### src/design/ilwc_pkg.sv
package ilwc_pkg;

    // Length thresholds and the saturation point of both counters
    localparam int INT_MAX_DIGITS        = 10;
    localparam int LL_MAX_DIGITS         = 19;
    localparam int ULL_MAX_DIGITS        = 20;
    localparam int COUNT_CAP             = 21;
    localparam int CNT_W                 = 5;
    localparam int NUM_BOUNDS            = 5;
    localparam int BOUND_MAX_LEN         = 20;

    // Bound string selectors
    localparam logic [2:0] B_INT_POS = 3'd0;
    localparam logic [2:0] B_INT_NEG = 3'd1;
    localparam logic [2:0] B_LL_POS  = 3'd2;
    localparam logic [2:0] B_LL_NEG  = 3'd3;
    localparam logic [2:0] B_ULL     = 3'd4;

    localparam logic [7:0] CH_PLUS  = 8'h2B;
    localparam logic [7:0] CH_MINUS = 8'h2D;
    localparam logic [7:0] CH_ZERO  = 8'h30;

    typedef enum logic [1:0] {
        CLS_INT   = 2'd0,
        CLS_LONG  = 2'd1,
        CLS_ULONG = 2'd2,
        CLS_DEC   = 2'd3
    } t_class;

    // Running compare against one bound: equal so far, below or above
    typedef enum logic [1:0] {
        CMP_UND  = 2'd0,
        CMP_LESS = 2'd1,
        CMP_MORE = 2'd2
    } t_cmp;

    // Literal state after the current character has been taken in
    typedef struct packed {
        logic                        neg;
        logic [CNT_W-1:0]            raw_len;
        logic [CNT_W-1:0]            sig_cnt;
        t_cmp [NUM_BOUNDS-1:0]       status;
    } t_scan_state;

    // Bound strings, right aligned, first character in the highest used byte
    localparam logic [NUM_BOUNDS-1:0][BOUND_MAX_LEN*8-1:0] BOUND_TEXT = '{
        (BOUND_MAX_LEN*8)'("18446744073709551615"),
        (BOUND_MAX_LEN*8)'("9223372036854775808"),
        (BOUND_MAX_LEN*8)'("9223372036854775807"),
        (BOUND_MAX_LEN*8)'("2147483648"),
        (BOUND_MAX_LEN*8)'("2147483647")
    };

    localparam logic [NUM_BOUNDS-1:0][CNT_W-1:0] BOUND_LEN = '{
        5'd20, 5'd19, 5'd19, 5'd10, 5'd10
    };

    // Saturating count step
    function automatic logic [CNT_W-1:0] sat_inc(input logic [CNT_W-1:0] v);
        return (v < CNT_W'(COUNT_CAP)) ? v + 1'b1 : CNT_W'(COUNT_CAP);
    endfunction

    // Character of bound b at significant position pos, zero past its end
    function automatic logic [7:0] bound_char(input logic [2:0] b,
                                              input logic [CNT_W-1:0] pos);
        logic [CNT_W-1:0] idx;
        idx = BOUND_LEN[b] - 1'b1 - pos;
        if (pos >= BOUND_LEN[b]) begin
            return 8'd0;
        end
        return BOUND_TEXT[b][{idx, 3'b000} +: 8];
    endfunction

endpackage

### src/design/ilwc_scan.sv
module ilwc_scan (
    input  logic                  i_clk,
    input  logic                  i_rst_n,
    input  logic                  i_take,
    input  logic [7:0]            i_char,
    input  logic                  i_last,
    output ilwc_pkg::t_scan_state o_view
);

    logic                                    r_first;
    logic                                    r_lead_zero;
    ilwc_pkg::t_scan_state                   r_st;

    logic                                    n_first;
    logic                                    n_lead_zero;
    ilwc_pkg::t_scan_state                   n_st;

    logic                                    is_sign;
    logic                                    is_lead_zero;
    logic                                    is_sig;
    logic [7:0]                              ref_ch;

    // Update the literal state with the held character
    always_comb begin
        is_sign      = r_first && (i_char == ilwc_pkg::CH_PLUS ||
                                   i_char == ilwc_pkg::CH_MINUS);
        is_lead_zero = !is_sign && r_lead_zero && (i_char == ilwc_pkg::CH_ZERO);
        is_sig       = !is_sign && !is_lead_zero;

        n_st         = r_st;
        n_first      = 1'b0;
        n_lead_zero  = is_sig ? 1'b0 : r_lead_zero;
        n_st.raw_len = ilwc_pkg::sat_inc(r_st.raw_len);
        if (is_sign) begin
            n_st.neg = (i_char == ilwc_pkg::CH_MINUS);
        end
        ref_ch = 8'd0;
        if (is_sig) begin
            n_st.sig_cnt = ilwc_pkg::sat_inc(r_st.sig_cnt);
            for (int b = 0; b < ilwc_pkg::NUM_BOUNDS; b++) begin
                ref_ch = ilwc_pkg::bound_char(3'(b), r_st.sig_cnt);
                if (r_st.sig_cnt < ilwc_pkg::BOUND_LEN[b] &&
                    r_st.status[b] == ilwc_pkg::CMP_UND) begin
                    if (i_char < ref_ch) begin
                        n_st.status[b] = ilwc_pkg::CMP_LESS;
                    end else if (i_char > ref_ch) begin
                        n_st.status[b] = ilwc_pkg::CMP_MORE;
                    end
                end
            end
        end
    end

    assign o_view = n_st;

    // Hold state between characters, clear it after the last one
    always_ff @(posedge i_clk) begin
        if (!i_rst_n || (i_take && i_last)) begin
            r_first     <= 1'b1;
            r_lead_zero <= 1'b1;
            r_st.neg    <= 1'b0;
            r_st.raw_len <= '0;
            r_st.sig_cnt <= '0;
            for (int b = 0; b < ilwc_pkg::NUM_BOUNDS; b++) begin
                r_st.status[b] <= ilwc_pkg::CMP_UND;
            end
        end else if (i_take) begin
            r_first     <= n_first;
            r_lead_zero <= n_lead_zero;
            r_st        <= n_st;
        end
    end

endmodule

### src/design/ilwc_classify.sv
module ilwc_classify (
    input  ilwc_pkg::t_scan_state i_view,
    output ilwc_pkg::t_class      o_class
);

    logic [ilwc_pkg::CNT_W-1:0] n;
    logic                       more_int;
    logic                       more_ll;

    // Pick the narrowest class from the significant count and bound compares
    always_comb begin
        n        = i_view.sig_cnt;
        more_int = i_view.neg ? (i_view.status[ilwc_pkg::B_INT_NEG] == ilwc_pkg::CMP_MORE)
                              : (i_view.status[ilwc_pkg::B_INT_POS] == ilwc_pkg::CMP_MORE);
        more_ll  = i_view.neg ? (i_view.status[ilwc_pkg::B_LL_NEG] == ilwc_pkg::CMP_MORE)
                              : (i_view.status[ilwc_pkg::B_LL_POS] == ilwc_pkg::CMP_MORE);
        if (i_view.raw_len < ilwc_pkg::CNT_W'(ilwc_pkg::INT_MAX_DIGITS) ||
            n < ilwc_pkg::CNT_W'(ilwc_pkg::INT_MAX_DIGITS)) begin
            o_class = ilwc_pkg::CLS_INT;
        end else if (n == ilwc_pkg::CNT_W'(ilwc_pkg::INT_MAX_DIGITS)) begin
            o_class = more_int ? ilwc_pkg::CLS_LONG : ilwc_pkg::CLS_INT;
        end else if (n < ilwc_pkg::CNT_W'(ilwc_pkg::LL_MAX_DIGITS)) begin
            o_class = ilwc_pkg::CLS_LONG;
        end else if (n == ilwc_pkg::CNT_W'(ilwc_pkg::LL_MAX_DIGITS)) begin
            if (!more_ll) begin
                o_class = ilwc_pkg::CLS_LONG;
            end else begin
                o_class = i_view.neg ? ilwc_pkg::CLS_DEC : ilwc_pkg::CLS_ULONG;
            end
        end else if (i_view.neg ||
                     n > ilwc_pkg::CNT_W'(ilwc_pkg::ULL_MAX_DIGITS)) begin
            o_class = ilwc_pkg::CLS_DEC;
        end else begin
            // unsigned 64-bit length
            o_class = (i_view.status[ilwc_pkg::B_ULL] == ilwc_pkg::CMP_MORE)
                    ? ilwc_pkg::CLS_DEC : ilwc_pkg::CLS_ULONG;
        end
    end

endmodule

### src/design/integer_literal_width_classifier_unit.sv
// Integer literal width classifier: one character item per cycle, unless a
// last item waits on a busy result slot. The class of a literal passes the
// input register, then the result register, once its last item is accepted.
// The per-character state update and the classify logic both sit between
// the input and result registers.
// Reset: synchronous, active low; clears both valid flags and the literal state.
module integer_literal_width_classifier_unit (
    input  logic       i_clk,
    input  logic       i_rst_n,
    input  logic       i_s_axis_tvalid,
    output logic       o_s_axis_tready,
    input  logic [7:0] i_s_axis_tdata,   // [7:0] char_byte
    input  logic       i_s_axis_tlast,   // is_last
    output logic       o_m_axis_tvalid,
    input  logic       i_m_axis_tready,
    output logic [7:0] o_m_axis_tdata    // [1:0] literal_class, [7:2] zero
);

    logic                  r_in_valid;
    logic [7:0]            r_in_char;
    logic                  r_in_last;
    logic                  r_out_valid;
    ilwc_pkg::t_class      r_out_class;

    logic                  out_free;
    logic                  advance;
    ilwc_pkg::t_scan_state view;
    ilwc_pkg::t_class      cls;

    // A held item moves on unless it ends a literal and the result slot is busy
    assign out_free        = !r_out_valid || i_m_axis_tready;
    assign advance         = r_in_valid && (!r_in_last || out_free);
    assign o_s_axis_tready = !r_in_valid || advance;

    // Input register
    always_ff @(posedge i_clk) begin
        if (!i_rst_n) begin
            r_in_valid <= 1'b0;
        end else if (o_s_axis_tready) begin
            r_in_valid <= i_s_axis_tvalid;
        end
    end

    always_ff @(posedge i_clk) begin
        if (o_s_axis_tready) begin
            r_in_char <= i_s_axis_tdata;
            r_in_last <= i_s_axis_tlast;
        end
    end

    ilwc_scan u_scan (
        .i_clk   (i_clk),
        .i_rst_n (i_rst_n),
        .i_take  (advance),
        .i_char  (r_in_char),
        .i_last  (r_in_last),
        .o_view  (view)
    );

    ilwc_classify u_classify (
        .i_view  (view),
        .o_class (cls)
    );

    // Result register: load on a last item, drop once taken
    always_ff @(posedge i_clk) begin
        if (!i_rst_n) begin
            r_out_valid <= 1'b0;
        end else if (advance && r_in_last) begin
            r_out_valid <= 1'b1;
        end else if (i_m_axis_tready) begin
            r_out_valid <= 1'b0;
        end
    end

    always_ff @(posedge i_clk) begin
        if (advance && r_in_last) begin
            r_out_class <= cls;
        end
    end

    assign o_m_axis_tvalid = r_out_valid;
    assign o_m_axis_tdata  = {6'd0, r_out_class};

endmodule

### config.mk
export PLATFORM = sky130hd
export DESIGN_NAME = integer_literal_width_classifier_unit
export DESIGN_NICKNAME = d
export VERILOG_FILES = /design/src/design/ilwc_pkg.sv /design/src/design/ilwc_scan.sv /design/src/design/ilwc_classify.sv /design/src/design/integer_literal_width_classifier_unit.sv
export SDC_FILE = /design/constraint.sdc
export NUM_CORES = 1
export LEC_CHECK = 0
export BUFFER_PORTS_ARGS = -buffer_cell sky130_fd_sc_hd__buf_4
export CORE_ASPECT_RATIO = 0.75
export CORE_MARGIN = 3
export CORE_UTILIZATION = 32
export CTS_CLUSTER_SIZE = 20
export DETAILED_ROUTE_END_ITERATION = 12
export HOLD_SLACK_MARGIN = 0.08
export SLEW_MARGIN = 10
export SYNTH_ARGS = -nofsm -noshare
export SYNTH_HDL_FRONTEND = slang
export SYNTH_HIERARCHICAL = 1
export SYNTH_SLANG_ARGS = --single-unit
### constraint.sdc
create_clock -name i_clk -period 4.92 [get_ports i_clk]
set_clock_uncertainty 0.05 [all_clocks]
set_input_delay 0.738 -clock i_clk [delete_from_list [all_inputs] [get_ports i_clk]]
set_output_delay 0.738 -clock i_clk [all_outputs]
set_load 0.1 [all_outputs]
==> results of run 1 <==
[where the power goes]
group / switching (W) / internal, W / leakage (nW) / total [W]
Combinational: 0.000124 / 0.0000740 / 1.25 / 0.000198
Sequential: 0.0000171 / 0.000319 / 0.319 / 0.000337
Clock: 0.000122 / 0.000186 / 0.0645 / 0.000308
[sequential cells by signal, summed over array words and instances, names as in the netlist]
register / cells
o_m_axis_tvalid: 1
r_in_char: 8
r_in_last: 1
r_in_valid: 1
r_out_class: 2
u_scan/r_first: 1
u_scan/r_lead_zero: 1
u_scan/r_st: 21
[area by class of cell]
cell class | count | area, µm²
fillers | 1052 | 6530
flip-flops and latches | 36 | 832
multi-input cells | 337 | 2380
clock inverters | 2 | 11.3
well taps | 136 | 170
repair buffers | 28 | 210
clock buffers | 6 | 129
inverters | 29 | 109
[what timing repair did]
| item | 4_1_cts | 5_1_grt |
|---|---|---|
| setup endpoints to repair | 0 | 1 |
| resized for setup | 0 | 1 |
| setup buffers | 0 | 0 |
[cell usage in the layout (no fill, tap or decap), drive strengths merged, types with 3 or more instances in the layout]
master,n
o21bai,7
o21a,5
and3,5
inv,29
and2,5
a21o,3
conb,6
or3,4
nand3b,3
nand2,42
o2111ai,5
ha,48
nand3,16
buf,28
nand2b,7
nand4,7
o21ai,24
mux2i,4
a211o,3
a2111oi,7
o32ai,3
clkbuf,6
a21oi,31
o31ai,7
nor3,5
xnor2,5
dfxtp,25
a311oi,4
a31oi,9
nor2,29
edfxtp,11
nor2b,6
[per-layer routing]
layer / vias to the layer above / routed length (µm) / GRT usage [%]
met4: 0 / 63 / 2.77
met3: 7 / 665 / 3.05
met2: 119 / 3870 / 23.8
met5: - / 0 / 0
met1: 1524 / 4920 / 24.6
li1: 1591 / - / -
[per-stage QoR]
stage | power [W] | area [µm²] | worst slack, ns
2_1_floorplan | 0.000489 | 3460 | 0.623
3_3_place_gp | 0.000533 | 3700 | 0.535
3_5_place_dp | 0.000537 | 3700 | 0.355
4_1_cts | 0.000848 | 3840 | 0.356
5_1_grt | 0.000890 | 3840 | 0.155
6_report | 0.000842 | 3840 | 0.493
[critical path: stages (launching register included)]
cell	delay (ns)
sky130_fd_sc_hd__dfxtp_1	0.38
sky130_fd_sc_hd__buf_4	0.19
sky130_fd_sc_hd__ha_1	0.21
sky130_fd_sc_hd__inv_1	0.08
sky130_fd_sc_hd__ha_1	0.46
sky130_fd_sc_hd__inv_1	0.12
sky130_fd_sc_hd__a22oi_1	0.20
sky130_fd_sc_hd__a2bb2oi_1	0.23
sky130_fd_sc_hd__o21ai_0	0.12
sky130_fd_sc_hd__a311o_1	0.33
sky130_fd_sc_hd__ha_1	0.29
sky130_fd_sc_hd__a21oi_1	0.15
sky130_fd_sc_hd__o221ai_1	0.15
sky130_fd_sc_hd__or3_1	0.35
sky130_fd_sc_hd__o21bai_1	0.16
sky130_fd_sc_hd__nor2_1	0.07
sky130_fd_sc_hd__a32o_1	0.25
sky130_fd_sc_hd__a311oi_1	0.28
sky130_fd_sc_hd__nor3b_1	0.08
[worst min path at each step]
stage,startpoint,end,slack (ns),depth (start not counted)
4_1_cts,u_scan/r_st[4],u_scan/r_st[4],0.42,2
5_1_grt,u_scan/r_st[4],u_scan/r_st[4],0.45,2
3_3_place_gp,u_scan/r_first,u_scan/r_first,0.40,1
3_5_place_dp,u_scan/r_st[4],u_scan/r_st[4],0.41,2
6_report,u_scan/r_st[4],u_scan/r_st[4],0.42,2
2_1_floorplan,u_scan/r_first,u_scan/r_first,0.37,1
==> tab_implementation.tex, run 1 <==
\begin{tabular}{lr}
\hline
Metric & Value \\
\hline
\multicolumn{2}{l}{\textbf{Outcome}} \\
\quad Outcome & completed \\
\multicolumn{2}{l}{\textbf{Hold path}} \\
\quad Path class of the lowest-slack min-delay path & flip-flop to flip-flop \\
\multicolumn{2}{l}{\textbf{Critical path}} \\
\quad Worst flop-to-flop path endpoint & r\_out\_class[1] \\
\quad Worst Path Required & between 4 and 5 ns \\
\quad Timing endpoint of the critical path & r\_out\_class[1] \\
\quad Worst path arrival time & 4.41 ns \\
\quad Internal reg-to-reg setup slack & 0.49 ns \\
\quad Critical Setup Path Class & flip-flop to flip-flop \\
\quad Critical Path Sink Type & flip-flop \\
\quad Startpoint kind of the worst setup timing path & flip-flop \\
\quad FF-to-FF Start & u\_scan/r\_st[10] \\
\quad Worst-path fanout max & 10 \\
\quad Cell count of the worst reg-to-reg path & 18 \\
\quad Worst Setup SP & u\_scan/r\_st[10] \\
\multicolumn{2}{l}{\textbf{STA}} \\
\quad Finish-stage setup viols & 0 \\
\quad F\_max & 0.226 GHz \\
\quad Final worst hold slack & 0.419 ns \\
\quad Measured slew at the worst slew-check pin & 0.709 ns \\
\quad Final period utilization & 90.0\% \\
\quad Setup repair after global routing missed its margin & no \\
\quad Count of final max-slew check failures & 0 \\
\quad Clock period minus final worst setup slack & 4.43 ns \\
\quad Final Hold Fails & 0 \\
\quad Setup\_tns & 0 ns \\
\quad Relative max-transition margin & between 50\% and 60\% \\
\multicolumn{2}{l}{\textbf{Clock tree}} \\
\quad Number of buffers created by CTS & 5 \\
\quad Clock root buffer & sky130\_fd\_sc\_hd\_\_clkbuf\_16 \\
\quad Longest Clk Path Bufs & 2 \\
\quad Clock input transition at the sequential cells of the worst setup and hold paths & 0.06 ns \\
\quad Number of H-tree levels & 2 \\
\quad Hold buffer count at cts & 0 \\
\quad TritonCTS clock tree & built \\
\quad \# clock sinks & 36 \\
\quad Clock latency on the worst-skew pair & 0.28 ns \\
\multicolumn{2}{l}{\textbf{Route}} \\
\quad First-pass iteration count of the detailed router & 5 \\
\quad Number of DRC markers in iteration 0 & about 300 \\
\quad Via count & 3,241 \\
\quad Routed wire length & between 9 and 10 mm \\
\quad Total DRC errors in the routed layout & 0 \\
\quad Antenna violation net count after detailed routing & 0 \\
\quad Per-cell via count in the routed design & about 5.6 \\
\quad WL per Instance & 16.6 µm \\
\multicolumn{2}{l}{\textbf{Layout}} \\
\quad Final Core Density & 37.0\% \\
\quad Final net count & approximately 500 \\
\quad Area Overhead vs Synth & 11.4\% \\
\quad Fraction of layout instances using a drive strength above 1 & roughly 10\% \\
\quad Inserted Diodes & 0 \\
\quad Number of standard cells in the layout, taps in and fillers out & roughly 570 \\
\multicolumn{2}{l}{\textbf{Pwr}} \\
\quad Cell area power density & 219 mW/mm² \\
\quad P\_leak & about 1.6 nW \\
\quad Largest vdd supply drop & about 0.17 mV \\
\multicolumn{2}{l}{\textbf{Logic synthesis}} \\
\quad Synth warn & 6 \\
\quad Mean instance size in the synthesized netlist & 8.16 µm² \\
\quad Netlist Area Pre-Place & approximately 0.0034 mm² \\
\quad Post-Synthesis Cells & between 400 and 500 \\
\multicolumn{2}{l}{\textbf{Floorplan}} \\
\quad Starting utilization of the core area & 33.2\% \\
\quad Total Die Area & 0.0121 mm² \\
\quad Area of the core & 0.0104 mm² \\
\quad Vertical extent of the die & 95.9 µm \\
\quad \# rows & 32 \\
\quad Width of the die & 126 µm \\
\quad IO Pins & 23 \\
\multicolumn{2}{l}{\textbf{GRT}} \\
\quad Total global routing overflow & 0 \\
\quad Pin count of the biggest net entering global routing & 21 \\
\quad Number of antenna violations at the first check in global routing & 0 \\
\quad Global router's overall resource usage & 16.2\% \\
\quad First-pass GRT wire length & 15.8 mm \\
\quad Number of global-route vias before repair & 3,029 \\
\multicolumn{2}{l}{\textbf{Place}} \\
\quad HPWL Detailed & 7.36 mm \\
\quad Quantity of I/O buffers inserted on ports & 16 \\
\quad Weighted congestion reported at the end of routability-driven placement & between 0.8 and 0.9 \\
\quad Number of instances in the placed design & 566 \\
\multicolumn{2}{l}{\textbf{Job}} \\
\quad Number of maximum-capacitance constraint violations & 0 \\
\hline
\end{tabular}
Power figures use the tool's default switching activity.
==> inputs of run 2 (changes only) <==
--- a/config.mk
+++ b/config.mk
@@ -15,5 +15,4 @@
 export SLEW_MARGIN = 10
 export SYNTH_ARGS = -nofsm -noshare
 export SYNTH_HDL_FRONTEND = slang
-export SYNTH_HIERARCHICAL = 1
 export SYNTH_SLANG_ARGS = --single-unit
==> run 2 against run 1 <==
  * Die area decreased by 2.3%
  * Clock-buffer cell count unchanged
  * Setup slack improved by 0.23 ns
  * Global-route usage decreased by 0.26 points
  * First-iteration DRC count decreased by 12%
  * Combinational power increased by 28%
  * Register-to-register slack improved by 0.23 ns
  * Sequential share of layout area increased by 0.21 points
  * Area after synthesis decreased by 2.4%
  * Total power increased by 14%
  * Maximum frequency increased by 5.4%
==> tab_implementation.tex, run 2 <==
\begin{tabular}{lr}
\hline
Metric & Value \\
\hline
\multicolumn{2}{l}{\textbf{Outcome}} \\
\quad Outcome & completed \\
\multicolumn{2}{l}{\textbf{Layout}} \\
\quad Fraction of layout instances using a drive strength above 1 & 10.3\% (+0.28 points) \\
\quad Fill cell total of the finished layout & 1,030 (-2.1\%) \\
\quad Number of flip-flops in the largest register & 21 (unchanged) \\
\quad Area Overhead vs Synth & 12.9\% \\
\quad Number of standard cells in the layout, taps in and fillers out & 558 (-2.8\%) \\
\quad Most flop-heavy register & u\_scan.r\_st \\
\quad Commonest cells after routing, fill and taps aside & sky130\_fd\_sc\_hd\_\_ha\_1, sky130\_fd\_sc\_hd\_\_nand2\_1, sky130\_fd\_sc\_hd\_\_nor2\_1 \\
\quad Inserted Diodes & 0 (unchanged) \\
\quad Registers with the most flip-flops & u\_scan.r\_st: 21 flops, r\_in\_char: 8 flops, r\_out\_class: 2 flops \\
\quad Final net count & 483 (-3.0\%) \\
\quad Leading cell type in the layout, fill and taps excluded & sky130\_fd\_sc\_hd\_\_ha\_1 \\
\multicolumn{2}{l}{\textbf{Pwr}} \\
\quad Largest vdd supply drop & 0.234 mV (+40\%) \\
\quad P\_leak & 1.56 nW (-4.8\%) \\
\quad Cell area power density & 254 mW/mm² (+16\%) \\
\multicolumn{2}{l}{\textbf{Logic synthesis}} \\
\quad Post-Synthesis Cells & 410 (-2.8\%) \\
\quad Portion of the post-synthesis area used by sequential elements & 24.7\% \\
\quad EDFF count, synth & 11 \\
\quad Top cells by instance count after synthesis & sky130\_fd\_sc\_hd\_\_ha\_1, sky130\_fd\_sc\_hd\_\_nand2\_1, sky130\_fd\_sc\_hd\_\_nor2\_1, sky130\_fd\_sc\_hd\_\_a21oi\_1, sky130\_fd\_sc\_hd\_\_dfxtp\_1 \\
\quad Dominant synthesized flop cell & sky130\_fd\_sc\_hd\_\_dfxtp\_1 \\
\quad Netlist Area Pre-Place & 0.00336 mm² (-2.4\%) \\
\quad Async set or reset register ratio after synthesis & 0\% \\
\quad Yosys reg bits & 36 \\
\quad Main area contributors after synthesis & sky130\_fd\_sc\_hd\_\_ha\_1, sky130\_fd\_sc\_hd\_\_dfxtp\_1, sky130\_fd\_sc\_hd\_\_edfxtp\_1 \\
\quad Top-area cell type share of the netlist area & 16.8\% \\
\quad Post-synth cell types & 69 \\
\quad Dominant cell by count in the synthesized netlist & sky130\_fd\_sc\_hd\_\_ha\_1 \\
\quad Mean instance size in the synthesized netlist & 8.20 µm² (+0.42\%) \\
\quad Synth area leader & sky130\_fd\_sc\_hd\_\_ha\_1 \\
\quad Synth warn & 0 (-6) \\
\multicolumn{2}{l}{\textbf{Hold path}} \\
\quad Path class of the lowest-slack min-delay path & flip-flop to flip-flop \\
\multicolumn{2}{l}{\textbf{Place}} \\
\quad Quantity of I/O buffers inserted on ports & 16 (unchanged) \\
\quad Weighted congestion reported at the end of routability-driven placement & 0.861 (+2.4\%) \\
\quad Number of instances in the placed design & 550 (-2.8\%) \\
\quad HPWL Detailed & 7.09 mm (-3.6\%) \\
\multicolumn{2}{l}{\textbf{Clock tree}} \\
\quad Clock root buffer & sky130\_fd\_sc\_hd\_\_clkbuf\_16 \\
\quad Longest Clk Path Bufs & 2 (unchanged) \\
\quad Post-cts resize count & 0 (unchanged) \\
\quad TritonCTS clock tree & built \\
\quad \# clock sinks & 36 (unchanged) \\
\quad Number of buffers inserted by post-CTS setup repair & 0 (unchanged) \\
\quad Clock latency on the worst-skew pair & 0.28 ns (about the same) \\
\quad Number of H-tree levels & 2 (unchanged) \\
\quad Hold buffer count at cts & 0 (unchanged) \\
\quad Clock input transition at the sequential cells of the worst setup and hold paths & 0.06 ns (about the same) \\
\quad Number of buffers created by CTS & 5 (unchanged) \\
\multicolumn{2}{l}{\textbf{STA}} \\
\quad Setup repair after global routing missed its margin & no \\
\quad Relative max-transition margin & 43.5\% (-8.7 points) \\
\quad Measured slew at the worst slew-check pin & 0.846 ns (+0.136 ns) \\
\quad Final period utilization & 85.4\% (-4.6 points) \\
\quad Final Hold Fails & 0 (unchanged) \\
\quad Setup\_tns & 0 ns (unchanged) \\
\quad Count of final max-slew check failures & 0 (unchanged) \\
\quad Finish-stage setup viols & 0 (unchanged) \\
\quad F\_max & 0.238 GHz (+5.4\%) \\
\quad Clock period minus final worst setup slack & 4.20 ns (-0.227 ns) \\
\multicolumn{2}{l}{\textbf{Floorplan}} \\
\quad Total Die Area & 0.0118 mm² (-2.3\%) \\
\quad IO Pins & 23 (unchanged) \\
\quad Area of the core & 0.00993 mm² (-4.2\%) \\
\quad Width of the die & 124 µm (-1.2\%) \\
\quad \# rows & 31 (-3.1\%) \\
\quad Starting utilization of the core area & 33.8\% (+0.63 points) \\
\quad Vertical extent of the die & 94.8 µm (-1.1\%) \\
\multicolumn{2}{l}{\textbf{GRT}} \\
\quad Number of antenna violations at the first check in global routing & 0 (unchanged) \\
\quad Number of global-route vias before repair & 3,024 (-0.17\%) \\
\quad Pin count of the biggest net entering global routing & 24 (+14\%) \\
\quad First-pass GRT wire length & 15.3 mm (-3.0\%) \\
\quad Total global routing overflow & 0 (unchanged) \\
\quad Global router's overall resource usage & 15.9\% (-0.26 points) \\
\multicolumn{2}{l}{\textbf{Critical path}} \\
\quad Crit path largest cell delay & 0.68 ns (+0.22 ns) \\
\quad Critical Path Sink Type & flip-flop \\
\quad Critical Setup Path Class & flip-flop to flip-flop \\
\quad Max stage delay cell, worst path & sky130\_fd\_sc\_hd\_\_xnor2\_1 \\
\quad Cell breakdown of the critical path & ha\_1, a21oi\_1, xnor2\_1, a21o\_1, nand2\_1, ha\_1, nor4bb\_1, buf\_4, nor2\_1, a21oi\_1, a31oi\_1, o32ai\_1, a32o\_1, a221oi\_2 \\
\quad Worst Path Required & 4.89 ns (about the same) \\
\quad Worst path arrival time & 4.17 ns (-0.24 ns) \\
\quad Startpoint kind of the worst setup timing path & flip-flop \\
\quad Worst-path fanout max & 14 (+4) \\
\multicolumn{2}{l}{\textbf{Route}} \\
\quad Total DRC errors in the routed layout & 0 (unchanged) \\
\quad Routed wire length & 9.23 mm (-3.0\%) \\
\quad Antenna violation net count after detailed routing & 0 (unchanged) \\
\quad WL per Instance & 16.5 µm (-0.25\%) \\
\quad Via count & 3,151 (-2.8\%) \\
\quad First-pass iteration count of the detailed router & 5 (unchanged) \\
\quad Per-cell via count in the routed design & 5.65 (about the same) \\
\quad Number of DRC markers in iteration 0 & 267 (-12\%) \\
\multicolumn{2}{l}{\textbf{Job}} \\
\quad Number of maximum-capacitance constraint violations & 0 (unchanged) \\
\hline
\end{tabular}
run 2: worst max-delay path: cells and delay by family (launching register included):
| kind | cells | cell delay [ns] |
|---|---|---|
| adders and majority gates | 2 | 0.57 |
| xor gates and xnor gates | 1 | 0.68 |
| and+or+nand+nor | 3 | 0.43 |
| DFF | 1 | 0.64 |
| AOI/OAI and AO/OA | 7 | 1.38 |
| buffers and inverters | 1 | 0.19 |
run 2: path summary, 6_finish.rpt:
path                      start            endpoint  slack, ns  cells after the start
max             u_scan.r_st[11]      r_out_class[0]       0.72                     14
min          u_scan.r_lead_zero  u_scan.r_lead_zero       0.40                      1
max reg2reg     u_scan.r_st[11]      r_out_class[0]       0.72                     14
min reg2reg  u_scan.r_lead_zero  u_scan.r_lead_zero       0.40                      1
run 2: power by group:
| group | internal (W) | total [W] | switching (W) |
|---|---|---|---|
| Clock | 0.000251 | 0.000373 | 0.000122 |
| Sequential | 0.000319 | 0.000336 | 0.0000172 |
| Combinational | 0.0000980 | 0.000254 | 0.000156 |
| Total | 0.000668 | 0.000964 | 0.000296 |
run 2: logic make-up after synthesis:
kind of cell	synth area share [%]
muxes	1.23
xor gates and xnor gates	2.35
AOI/OAI and AO/OA	25.7
adders and majority gates	16.8
DFF	24.7
buffers and inverters	5.06
other	0.112
and+or+nand+nor	24.1
run 2: routing by layer:
layer	GRT usage [%]	vias to the layer above	wire length, µm	part of all wire (%)
met5	0	-	0	0
met4	4.20	0	161	1.7
met3	3.79	19	658	7.1
met2	24.6	114	3820	41
met1	22.3	1471	4590	50
li1	-	1547	-	-
run 2: area by class of cell:
type	instances	area (µm²)	share of cell area (%)
timing repair buffer	25	188	4.95
clock buffer	6	139	3.66
inverter	16	60.1	1.58
multi-input combinational	341	2380	62.7
sequential	36	831	21.9
clock inverter	2	33.8	0.890
tap	132	165	4.35
run 2: metrics by stage:
step	power, W	utilization (%)	hold WS (ns)	setup WS [ns]	cell area [µm²]
floorplan	0.000531	-	0.368	0.954	3380
global placement	0.000589	36.5	0.380	0.857	3620
detailed placement	0.000593	36.5	0.387	0.771	3620
CTS	0.000967	38.2	0.404	0.745	3790
global route	0.00102	38.2	0.423	0.344	3790
finish	0.000964	38.2	0.402	0.720	3790
==> inputs of run 3 (changes only) <==
--- a/config.mk
+++ b/config.mk
@@ -8,7 +8,7 @@
 export BUFFER_PORTS_ARGS = -buffer_cell sky130_fd_sc_hd__buf_4
 export CORE_ASPECT_RATIO = 0.75
 export CORE_MARGIN = 3
-export CORE_UTILIZATION = 32
+export CORE_UTILIZATION = 25
 export CTS_CLUSTER_SIZE = 20
 export DETAILED_ROUTE_END_ITERATION = 12
 export HOLD_SLACK_MARGIN = 0.08
==> constraint.sdc (replaced) <==
create_clock -name i_clk -period 4.92 [get_ports i_clk]
set_clock_uncertainty 0.05 [all_clocks]
set_input_delay 0.738 -clock i_clk [delete_from_list [all_inputs] [get_ports i_clk]]
set_output_delay 0.738 -clock i_clk [all_outputs]
set_load 0.05 [all_outputs]
==> run 3 against run 2 <==
  * First-iteration DRC count grew 35%
  * Maximum frequency decreased by 5.9%
  * Setup slack lost 0.26 ns
  * Sequential share of layout area decreased by 0.14 points
  * Clock power is 5% lower
  * Routed wire length up 2.8%
  * Critical path type unchanged
  * Largest power group unchanged
==> tab_implementation.tex, run 3 (same netlist as run 2, synthesis figures left out) <==
\begin{tabular}{lr}
\hline
Metric & Value \\
\hline
\multicolumn{2}{l}{\textbf{Place}} \\
\quad Weighted congestion reported at the end of routability-driven placement & 0.918 (+6.7\%) \\
\quad Quantity of I/O buffers inserted on ports & 16 (unchanged) \\
\quad HPWL Detailed & 7.14 mm (+0.59\%) \\
\multicolumn{2}{l}{\textbf{Pwr}} \\
\quad Cell area power density & 245 mW/mm² (-3.4\%) \\
\quad Largest vdd supply drop & 0.218 mV (-7.0\%) \\
\quad Clock power frac & 37.8\% (-0.9 points) \\
\quad Net switching power figure & 0.000286 W (-3.3\%) \\
\quad Sequential group share of total power & 35.7\% (+0.8 points) \\
\quad P\_leak & 1.54 nW (-0.97\%) \\
\quad Cell Int Power & 0.000651 W (-2.5\%) \\
\quad Power share of the combinational group & 26.5\% (about the same) \\
\quad Net switching share of the total power & 30.5\% (-0.17 points) \\
\quad Total power draw & 0.000937 W (-2.8\%) \\
\multicolumn{2}{l}{\textbf{Floorplan}} \\
\quad Vertical extent of the die & 106 µm (+12\%) \\
\quad \# rows & 36 (+16\%) \\
\quad Width of the die & 140 µm (+13\%) \\
\quad Area of the core & 0.0131 mm² (+32\%) \\
\quad Starting utilization of the core area & 25.7\% (-8.1 points) \\
\quad Total Die Area & 0.0149 mm² (+26\%) \\
\quad IO Pins & 23 (unchanged) \\
\multicolumn{2}{l}{\textbf{Job}} \\
\quad Number of maximum-capacitance constraint violations & 0 (unchanged) \\
\multicolumn{2}{l}{\textbf{Clock tree}} \\
\quad Number of buffers inserted by post-CTS setup repair & 0 (unchanged) \\
\quad Number of buffers created by CTS & 5 (unchanged) \\
\quad Post-cts resize count & 0 (unchanged) \\
\quad TritonCTS clock tree & built \\
\quad Clock input transition at the sequential cells of the worst setup and hold paths & 0.06 ns (about the same) \\
\quad Longest Clk Path Bufs & 2 (unchanged) \\
\quad Hold buffer count at cts & 0 (unchanged) \\
\quad \# clock sinks & 36 (unchanged) \\
\quad Clock root buffer & sky130\_fd\_sc\_hd\_\_clkbuf\_16 \\
\quad Clock latency on the worst-skew pair & 0.28 ns (about the same) \\
\quad Number of H-tree levels & 2 (unchanged) \\
\multicolumn{2}{l}{\textbf{GRT}} \\
\quad Number of global-route vias before repair & 2,915 (-3.6\%) \\
\quad Pin count of the biggest net entering global routing & 24 (unchanged) \\
\quad Number of antenna violations at the first check in global routing & 0 (unchanged) \\
\quad Global router's overall resource usage & 12.5\% (-3.4 points) \\
\quad First-pass GRT wire length & 15.0 mm (-2.0\%) \\
\quad Total global routing overflow & 0 (unchanged) \\
\multicolumn{2}{l}{\textbf{Layout}} \\
\quad Fill cell total of the finished layout & 1,379 (+34\%) \\
\quad Registers with the most flip-flops & u\_scan.r\_st: 21 flops, r\_in\_char: 8 flops, r\_out\_class: 2 flops \\
\quad Leading cell type in the layout, fill and taps excluded & sky130\_fd\_sc\_hd\_\_ha\_1 \\
\quad Number of flip-flops in the largest register & 21 (unchanged) \\
\quad Area Overhead vs Synth & 13.6\% \\
\quad Most flop-heavy register & u\_scan.r\_st \\
\quad Fraction of layout instances using a drive strength above 1 & 9.67\% (-0.66 points) \\
\quad Inserted Diodes & 0 (unchanged) \\
\quad Final net count & 481 (-0.41\%) \\
\quad Commonest cells after routing, fill and taps aside & sky130\_fd\_sc\_hd\_\_ha\_1, sky130\_fd\_sc\_hd\_\_nand2\_1, sky130\_fd\_sc\_hd\_\_nor2\_1 \\
\multicolumn{2}{l}{\textbf{Critical path}} \\
\quad Startpoint kind of the worst setup timing path & flip-flop \\
\quad Worst Path Required & 4.89 ns (about the same) \\
\quad Critical Path Sink Type & flip-flop \\
\quad Worst-path fanout max & 11 (-3) \\
\quad Critical path buffer and inverter count & 1 (unchanged) \\
\quad Critical Setup Path Class & flip-flop to flip-flop \\
\quad Cell breakdown of the critical path & inv\_1, ha\_1, a21oi\_1, xnor2\_1, a21o\_1, nand2\_1, ha\_1, nor4bb\_1, nor2\_1, a21oi\_1, a31oi\_1, o32ai\_1, a32o\_1, a221oi\_2 \\
\quad Kind of cell adding the most delay to the critical path & compound AO/OA/AOI/OAI gates \\
\quad Max stage delay cell, worst path & sky130\_fd\_sc\_hd\_\_xnor2\_1 \\
\quad Worst path arrival time & 4.44 ns (+0.27 ns) \\
\quad Crit path largest cell delay & 0.67 ns (about the same) \\
\multicolumn{2}{l}{\textbf{STA}} \\
\quad Setup repair after global routing missed its margin & no \\
\quad Clock period minus final worst setup slack & 4.46 ns (+0.264 ns) \\
\quad Measured slew at the worst slew-check pin & 0.866 ns (+0.0205 ns) \\
\quad Setup\_tns & 0 ns (unchanged) \\
\quad Final period utilization & 90.7\% (+5.4 points) \\
\quad Count of final max-slew check failures & 0 (unchanged) \\
\quad Final Hold Fails & 0 (unchanged) \\
\quad Finish-stage setup viols & 0 (unchanged) \\
\quad F\_max & 0.224 GHz (-5.9\%) \\
\quad Relative max-transition margin & 42.1\% (-1.4 points) \\
\multicolumn{2}{l}{\textbf{Route}} \\
\quad Antenna violation net count after detailed routing & 0 (unchanged) \\
\quad First-pass iteration count of the detailed router & 5 (unchanged) \\
\quad Total DRC errors in the routed layout & 0 (unchanged) \\
\quad Per-cell via count in the routed design & 5.42 (-4.0\%) \\
\quad Number of DRC markers in iteration 0 & 361 (+35\%) \\
\quad Routed wire length & 9.50 mm (+2.8\%) \\
\quad WL per Instance & 16.0 µm (-3.5\%) \\
\quad Via count & 3,227 (+2.4\%) \\
\multicolumn{2}{l}{\textbf{Outcome}} \\
\quad Outcome & completed \\
\multicolumn{2}{l}{\textbf{Hold path}} \\
\quad Path class of the lowest-slack min-delay path & flip-flop to flip-flop \\
\hline
\end{tabular}
run 3: changes by cell type in the layout (fill, tap and decap cells not counted):
cell                       previous run  this run
sky130_fd_sc_hd__buf_4               25        23
sky130_fd_sc_hd__clkinv_1             1         2
sky130_fd_sc_hd__clkbuf_8             1         0
run 3: cell type report:
cell class | count | area [µm²] | area share, %
clock buffer | 5 | 125 | 3.28
clock inverter | 3 | 37.5 | 0.983
inverter | 16 | 60.1 | 1.57
multi-input combinational | 341 | 2380 | 62.3
sequential | 36 | 831 | 21.8
tap | 171 | 214 | 5.60
timing repair buffer | 23 | 173 | 4.52
run 3: layer usage:
metal  vias to the layer above  GRT usage, %  wire (µm)
met2                       157          17.3       3720
met3                        13          2.25        781
met4                         0          1.73         99
met5                         -             0          0
li1                       1550             -          -
met1                      1507          20.1       4890
run 3: per-stage QoR:
stage	cell area [µm²]	std cells	hold WS (ns)	setup slack [ns]	util [%]
2_1_floorplan	3380	415	0.368	0.954	-
3_3_place_gp	3660	587	0.381	0.817	28.0
3_5_place_dp	3660	587	0.387	0.642	28.0
4_1_cts	3820	595	0.400	0.617	29.2
5_1_grt	3820	595	0.432	0.101	29.2
6_report	3820	595	0.398	0.456	29.2
run 3: worst paths after layout:
path / from / end / slack [ns] / depth (start not counted)
max: u_scan.r_st[12] / r_out_class[0] / 0.46 / 14
min: u_scan.r_lead_zero / u_scan.r_lead_zero / 0.40 / 1
max reg2reg: u_scan.r_st[12] / r_out_class[0] / 0.46 / 14
min reg2reg: u_scan.r_lead_zero / u_scan.r_lead_zero / 0.40 / 1
run 3: worst register-to-register path, delay by kind of cell, from the launching register on:
family | cells | cell delay, ns
compound gates | 7 | 1.52
simple gates | 3 | 0.84
xor+xnor | 1 | 0.67
fa+ha+maj | 2 | 0.56
flops | 1 | 0.31
buf+inv | 1 | 0.26
run 3: power by group through the flow:
stage,clock network (W),registers (W),logic (W)
2_1_floorplan,0,0.000338,0.000181
3_3_place_gp,0,0.000340,0.000235
3_5_place_dp,0,0.000341,0.000241
4_1_cts,0.000358,0.000334,0.000243
5_1_grt,0.000373,0.000336,0.000277
6_report,0.000354,0.000335,0.000248
